===== config.mk =====
export PLATFORM = sky130hd
export DESIGN_NAME = abv2d_cordic_stage
export DESIGN_NICKNAME = d
export VERILOG_FILES = /design/src/rtl/core/abv2d_pkg.sv /design/src/rtl/core/abv2d_cordic_stage.sv
export SDC_FILE = /design/constraint.sdc
export NUM_CORES = 1
export LEC_CHECK = 0
export ABC_AREA = 1
export BUFFER_PORTS_ARGS = -buffer_cell sky130_fd_sc_hd__buf_2
export CORE_MARGIN = 2
export CORE_UTILIZATION = 40
export CTS_BUF_LIST = sky130_fd_sc_hd__clkbuf_16
export CTS_CLUSTER_SIZE = 30
export DETAILED_ROUTE_END_ITERATION = 8
export PLACE_DENSITY_LB_ADDON = 0.05
export SYNTH_ARGS = -nofsm -noshare
export SYNTH_HDL_FRONTEND = slang
export SYNTH_SLANG_ARGS = --single-unit

===== constraint.sdc =====
create_clock -name clk -period 2.48 [get_ports clk]
set_input_delay 0.744 -clock clk [delete_from_list [all_inputs] [get_ports clk]]
set_output_delay 0.744 -clock clk [all_outputs]
set_load 0.02 [all_outputs]

===== src/rtl/core/abv2d_pkg.sv =====
// Shared types, widths and the CORDIC arctangent table for the vector angle block.
`timescale 1ns / 1ps
package abv2d_pkg;

  localparam int unsigned COMP_W     = 16;  // width of one Q8.8 vector component
  localparam int unsigned ANGLE_FRAC = 8;   // fraction bits of the result angle
  localparam int unsigned ANGLE_W    = 8 + ANGLE_FRAC;
  localparam int unsigned PROD_W     = 2 * COMP_W;      // signed product width
  localparam int unsigned SUM_W      = PROD_W + 1;      // signed dot or cross width
  localparam int unsigned MAG_W      = PROD_W;          // magnitude of dot or cross
  localparam int unsigned NORM_BIT   = 40;              // leading one after normalizing
  localparam int unsigned SH_W       = 6;
  localparam int unsigned XY_W       = NORM_BIT + 4;    // room for CORDIC gain and sign
  localparam int unsigned Z_W        = 32;
  localparam int unsigned ZFRAC      = 22;
  localparam int unsigned STEPS      = 24;
  localparam int unsigned RND_SH     = ZFRAC - ANGLE_FRAC;

  localparam logic signed [Z_W-1:0] Z_90    = Z_W'(90) <<< ZFRAC;
  localparam logic signed [Z_W-1:0] Z_180   = Z_W'(180) <<< ZFRAC;
  localparam logic [ANGLE_W-1:0]    ANG_MAX = ANGLE_W'(180) << ANGLE_FRAC;

  // Control that travels alongside each item in the pipeline.
  typedef struct packed {
    logic valid;
    logic zero;   // either vector has zero length
  } meta_t;

  typedef logic signed [Z_W-1:0] zval_t;

  // atan(2^-i) in degrees, Q.22, rounded to the nearest.
  localparam zval_t ATAN_Q22 [STEPS] = '{
    32'sd188743680, 32'sd111421900, 32'sd58872272, 32'sd29884485, 32'sd15000234,
    32'sd7507429,   32'sd3754631,   32'sd1877430,  32'sd938729,   32'sd469366,
    32'sd234683,    32'sd117342,    32'sd58671,    32'sd29335,    32'sd14668,
    32'sd7334,      32'sd3667,      32'sd1833,     32'sd917,      32'sd458,
    32'sd229,       32'sd115,       32'sd57,       32'sd29
  };

endpackage


===== src/rtl/core/abv2d_cordic_stage.sv =====
// One registered CORDIC vectoring iteration with a fixed shift.
`timescale 1ns / 1ps
module abv2d_cordic_stage #(
  parameter int unsigned STEP = 0
) (
  input  logic                                  clk,
  input  logic                                  rst_n,
  input  logic                                  en,
  input  abv2d_pkg::meta_t                      meta_i,
  input  logic signed [abv2d_pkg::XY_W-1:0]     x_i,
  input  logic signed [abv2d_pkg::XY_W-1:0]     y_i,
  input  abv2d_pkg::zval_t                      z_i,
  output abv2d_pkg::meta_t                      meta_o,
  output logic signed [abv2d_pkg::XY_W-1:0]     x_o,
  output logic signed [abv2d_pkg::XY_W-1:0]     y_o,
  output abv2d_pkg::zval_t                      z_o
);

  logic signed [abv2d_pkg::XY_W-1:0] xs, ys, x_nxt, y_nxt;
  abv2d_pkg::zval_t                  z_nxt;
  abv2d_pkg::meta_t                  meta_r;
  logic signed [abv2d_pkg::XY_W-1:0] x_r, y_r;
  abv2d_pkg::zval_t                  z_r;

  assign xs = x_i >>> STEP;
  assign ys = y_i >>> STEP;

  always_comb begin
    if (!y_i[abv2d_pkg::XY_W-1]) begin
      x_nxt = x_i + ys;
      y_nxt = y_i - xs;
      z_nxt = z_i + abv2d_pkg::ATAN_Q22[STEP];
    end else begin
      x_nxt = x_i - ys;
      y_nxt = y_i + xs;
      z_nxt = z_i - abv2d_pkg::ATAN_Q22[STEP];
    end
  end

  always_ff @(posedge clk) begin
    if (!rst_n) begin
      meta_r <= '0;
    end else if (en) begin
      meta_r <= meta_i;
    end
  end

  always_ff @(posedge clk) begin
    if (en) begin
      x_r <= x_nxt;
      y_r <= y_nxt;
      z_r <= z_nxt;
    end
  end

  assign meta_o = meta_r;
  assign x_o    = x_r;
  assign y_o    = y_r;
  assign z_o    = z_r;

endmodule


* Word level (Yosys, flattened, before mapping)
Index checks and enable logic that the tools add are counted.
** Operators by class
- Muxes and demuxes :: 3
- $add $sub $neg :: 5
** Operator list (count)
- 44-bit two-way mux :: 2
- 44-bit subtractor :: 2
- 44-bit adder :: 1
- 32-bit by 29-bit adder with 32-bit output, second input constant :: 1
- 32-bit two-way mux :: 1
- 32-bit by 29-bit subtractor with 32-bit output, second input constant :: 1
** Word-level totals
- Logic and storage cells :: 13
- Flip-flop bits (word level) :: 122
- Bits of input ports :: 125
- Output and inout port bits :: 122

* Logic depth before layout (Yosys ltp)
- Depth after elaboration :: 2
- Gate-level depth with buffers :: 17
- Mapped depth without buffers :: 17

* Worst setup path after synthesis
OpenSTA, ideal clock, no wires.
- Path type :: input to register
- Start :: input port x_i[0] (netlist bit)
- End :: register x_r (netlist bit x_o[32]) (data pin)
- Path slack :: 3 ps
- Stages on the path :: 15
- Arrival :: 2224 ps
- Required time :: 2226 ps
- Cells stage by stage :: inv_1 ha_1 fa_1 inv_1 nand2_1 nand3_1 nand2_1 nand2_1 nand2_1 nand2_1 nand2_1 nand2_1 nand2_1 nand3_1 nand2_1
** Between the ends
- Word-level cells in the longest chain between the ends :: 2
- Elaborated cells between the ends (all ways) :: 3
- Classes of those cells :: add/sub: 2; mux: 1
** RTL lines
- start, declared :: RTL line abv2d_cordic_stage.sv:10 : input logic signed [abv2d_pkg::XY_W-1:0] x_i,
- 44-bit adder / 44-bit subtractor (equally long branches) :: RTL line abv2d_cordic_stage.sv:30, abv2d_cordic_stage.sv:34
- 44-bit two-way mux * :: RTL line abv2d_cordic_stage.sv:29 : if (!y_i[abv2d_pkg::XY_W-1]) begin
- net x_nxt, one bit :: RTL line abv2d_cordic_stage.sv:19 : logic signed [abv2d_pkg::XY_W-1:0] xs, ys, x_nxt, y_nxt;
- end signal, assigned :: RTL line abv2d_cordic_stage.sv:50 : x_r <= x_nxt;
- end, declared :: RTL line abv2d_cordic_stage.sv:22 : logic signed [abv2d_pkg::XY_W-1:0] x_r, y_r;
The timed path passes the listed nets; every way through them passes the cells marked *.
A chain may end at the register's enable or synchronous reset.

* Worst setup path after layout
- Start :: input port x_i[3] (netlist bit)
- End :: register x_r (netlist bit x_o[37]) (data pin)
Same word-level chain as after synthesis.

==> results.sh <==
export IMPL_die_y_um=198
export IMPL_grtUsageTotal_pct=32.4
export IMPL_cts_sinks=121
export IMPL_dp_hpwl_mm=53.9
export IMPL_ys_types=46
export IMPL_cts_buffers=17
export IMPL_crit_required_ns=2.68
export IMPL_maxCapViolCount=0
export IMPL_htree_levels=4
export IMPL_p_total_mw=10.3
export IMPL_internal_power_mw=6.06
export IMPL_setup_viol=0
export IMPL_cts_tree="built"
export IMPL_antenna_cells=0
export IMPL_die_w_um=198
export IMPL_drc_errors=0
export IMPL_synth_edf_count=119
export IMPL_place_congestion=0.994
export IMPL_syn_area_um2=15000
export IMPL_dr_pass1_iters=8
export IMPL_worstSetupEndpointType="flip-flop"
export IMPL_layout_setup_ws_ns=0.0761
export IMPL_power_density_nw_per_um2=475
export IMPL_place_ws_ns=-0.654
export IMPL_seq_power_share_pct=25.9
export IMPL_ant_nets=0
export IMPL_hold_viol=0
export IMPL_ys_seq_elements=121
export IMPL_ioPinCount=247
export IMPL_hp_class="in2reg"
export IMPL_multiInputGateArea_um2=10400
export IMPL_start_util_pct=40.8
export IMPL_rsz0062_at_grt="yes"
export IMPL_p_clk_share_pct=26.0
export IMPL_tightest_slew_ns=0.596
export IMPL_synthArstFlopShare_pct=0
export IMPL_detail_route_iter0_violations=1302
export IMPL_cp_max_fo=5
export IMPL_swShare_pct=41.1
export IMPL_irDropWorstVdd_v=0.000528
export IMPL_grt_overflow=0
export IMPL_cts_hold_buf=0
export IMPL_postSynthAreaPerCell_um2=6.16
export IMPL_leakagePower_nw=11.7
export IMPL_clockBufferDepth=2
export IMPL_start_kind="input pin"
export IMPL_synth_fp_nets=2703
export IMPL_slew_headroom_pct=59.9
export IMPL_cp_top_family="simple AND/OR/NAND/NOR gates"
export IMPL_antenna_found_initial=0
export IMPL_totalWireLength_mm=64.4
export IMPL_grt_pass1_wl_mm=94.9
export IMPL_rows=70
export IMPL_yosysWarnings=0
export IMPL_path_buf_inv=5
export IMPL_fin_crit_ns=2.40
export IMPL_cts_root_buf="clkbuf_16"
export IMPL_regArea_um2=3610
export IMPL_crit_chain="buf_2 > inv_1 > ha_4 > buf_4 > nand2_1 > inv_1 > nand2_1 > nand3_1 > buf_4 > nand3_1 > nand2_1 > nor2_1 > nand3_1 > nand3_1 > nand2_1"
export IMPL_combPwrFrac_pct=48.1
export IMPL_post_drt_wl_per_cell_um=17.9
export IMPL_area_growth_pct=44.4
export IMPL_status="complete, no violations"
export IMPL_crit_path_max_incr_delay_ns=0.23
export IMPL_synth_ff_type="edfxtp_1"
export IMPL_vias_per_cell=5.05
export IMPL_vias=18200
export IMPL_switching_power_mw=4.23
export IMPL_drive_gt1_share_pct=32.5
export IMPL_core_area_um2=36800
export IMPL_maxSlewViolCount=0
export IMPL_fill_cells=3613
export IMPL_grt_max_degree=81
export IMPL_fmax_mhz=416
export IMPL_clock_skew_ns=0
export IMPL_ys_seq_area_share_pct=24.1
export IMPL_clk_latency_ns=0.45
export IMPL_grt_pass1_vias=17500
export IMPL_clkTransAtPathRegs_ns=0.06
export IMPL_cp_arrival_ns=2.60
export IMPL_portBuffers=246
export IMPL_die_area_um2=39100
export IMPL_synthCells=2437
export IMPL_crit_type="in2reg"
export IMPL_layout_nets=3385
export IMPL_cp_slowest_cell="ha_4"
export IMPL_fin_crit_sh_pct=96.9
## state kept, by name (all words and copies together), names as in the netlist
signal,count
y_o,43
meta_o,2
x_o,44
z_o,32
## cell usage after synthesis (4+ instances only)
master / count / share of area (%)
and2_1: 4 / 0.17
o21ai_0: 86 / 2.9
xor2_1: 33 / 1.9
nand3_1: 212 / 7.1
clkbuf_1: 8 / 0.20
xnor2_1: 5 / 0.29
nor2_2: 38 / 1.6
ha_1: 137 / 11
buf_4: 29 / 1.4
nor2_1: 215 / 5.4
o21a_1: 4 / 0.20
nand3_2: 4 / 0.27
a21oi_1: 144 / 4.8
nand2_1: 819 / 20
nand2_2: 19 / 0.79
edfxtp_1: 119 / 24
nor3_1: 8 / 0.27
o22ai_1: 7 / 0.29
buf_6: 4 / 0.30
o21ai_1: 6 / 0.20
fa_1: 4 / 0.53
buf_2: 13 / 0.43
inv_1: 421 / 11
inv_2: 10 / 0.25
nand4_1: 19 / 0.79
o21bai_1: 28 / 1.4
## cells in the final DEF, fill, tap and decap left out, drive strengths merged, types with 4 or more instances in the layout
cell    netlist  layout
a21oi       147     147
and2          9       9
buf          49     721
clkbuf        9      17
clkinv        3      11
edfxtp      119     119
fa            4       4
ha          137     137
inv         431     434
nand2       838     838
nand3       216     216
nand4        19      19
nor2        255     255
nor3         11      11
o211ai        5       5
o21a          4       4
o21ai        95      95
o21bai       28      28
o22ai         7       7
or2           4       4
xnor2         5       5
xor2         33      33
## metrics by stage
step	TNS, ns	hold slack, ns	instances	cell area, um2	utilization (%)
final	0	0.468	3600	21700	59.0
after floorplan	0	0.590	2437	15000	-
after detailed placement	-38.22	0.512	3556	20000	54.4
after global routing	-0.173	0.461	3600	21700	59.0
after global placement	-38.39	0.472	3556	20000	54.4
after CTS	0	0.449	3588	20700	56.4
## power by group through the flow
stage,Combinational (mW),Sequential (mW),Clock (mW)
finish,4.95,2.67,2.68
global route,5.34,2.69,2.77
CTS,4.59,2.67,2.71
detailed placement,4.52,2.71,0
global placement,4.49,2.71,0
floorplan,2.05,3.06,0
## final timing paths
| path | start | endpoint | slack (ns) | cells after the start |
|---|---|---|---|---|
| setup reg to reg | meta_o[0] | meta_o[0] | 1.86 | 2 |
| hold / removal | z_i[21] | z_o[21] | 0.47 | 1 |
| hold reg to reg | meta_o[1] | meta_o[1] | 0.52 | 2 |
| setup / recovery | x_i[3] | x_o[37] | 0.08 | 15 |
## kinds of logic after synthesis
logic type,after synthesis,share of synthesized area (%)
fa+ha+maj,141,11.9
compound gates,289,10.6
flops,121,24.1
mux,2,0.133
simple gates,1354,37.7
xor+xnor,38,2.22
buf+inv,492,13.3
## timing repair
action                     4_1_cts  5_1_grt
hold endpoints to repair         0        0
resized for setup               47      200
pin swaps                        0       21
setup buffers                    0       12
setup endpoints to repair       47       64
## per-layer routing
| metal | part of all wire (%) | wire length, um | vias up | GRT usage (%) |
|---|---|---|---|---|
| li1 | - | - | 9009 | - |
| met1 | 46 | 29500 | 8427 | 43.3 |
| met2 | 45 | 29200 | 608 | 53.8 |
| met3 | 5.1 | 3280 | 120 | 2.67 |
| met4 | 3.8 | 2460 | 0 | 13.3 |
| met5 | 0 | 0 | - | 0 |
## final cells by class
cell class,instances,area share [%]
timing repair buffer,721,22.5
clock buffer,17,1.96
clock inverter,15,0.773
inverter,434,7.53
multi-input combinational,1824,47.9
sequential,121,16.7
tap,468,2.70
(Power assumes the default switching activity.)
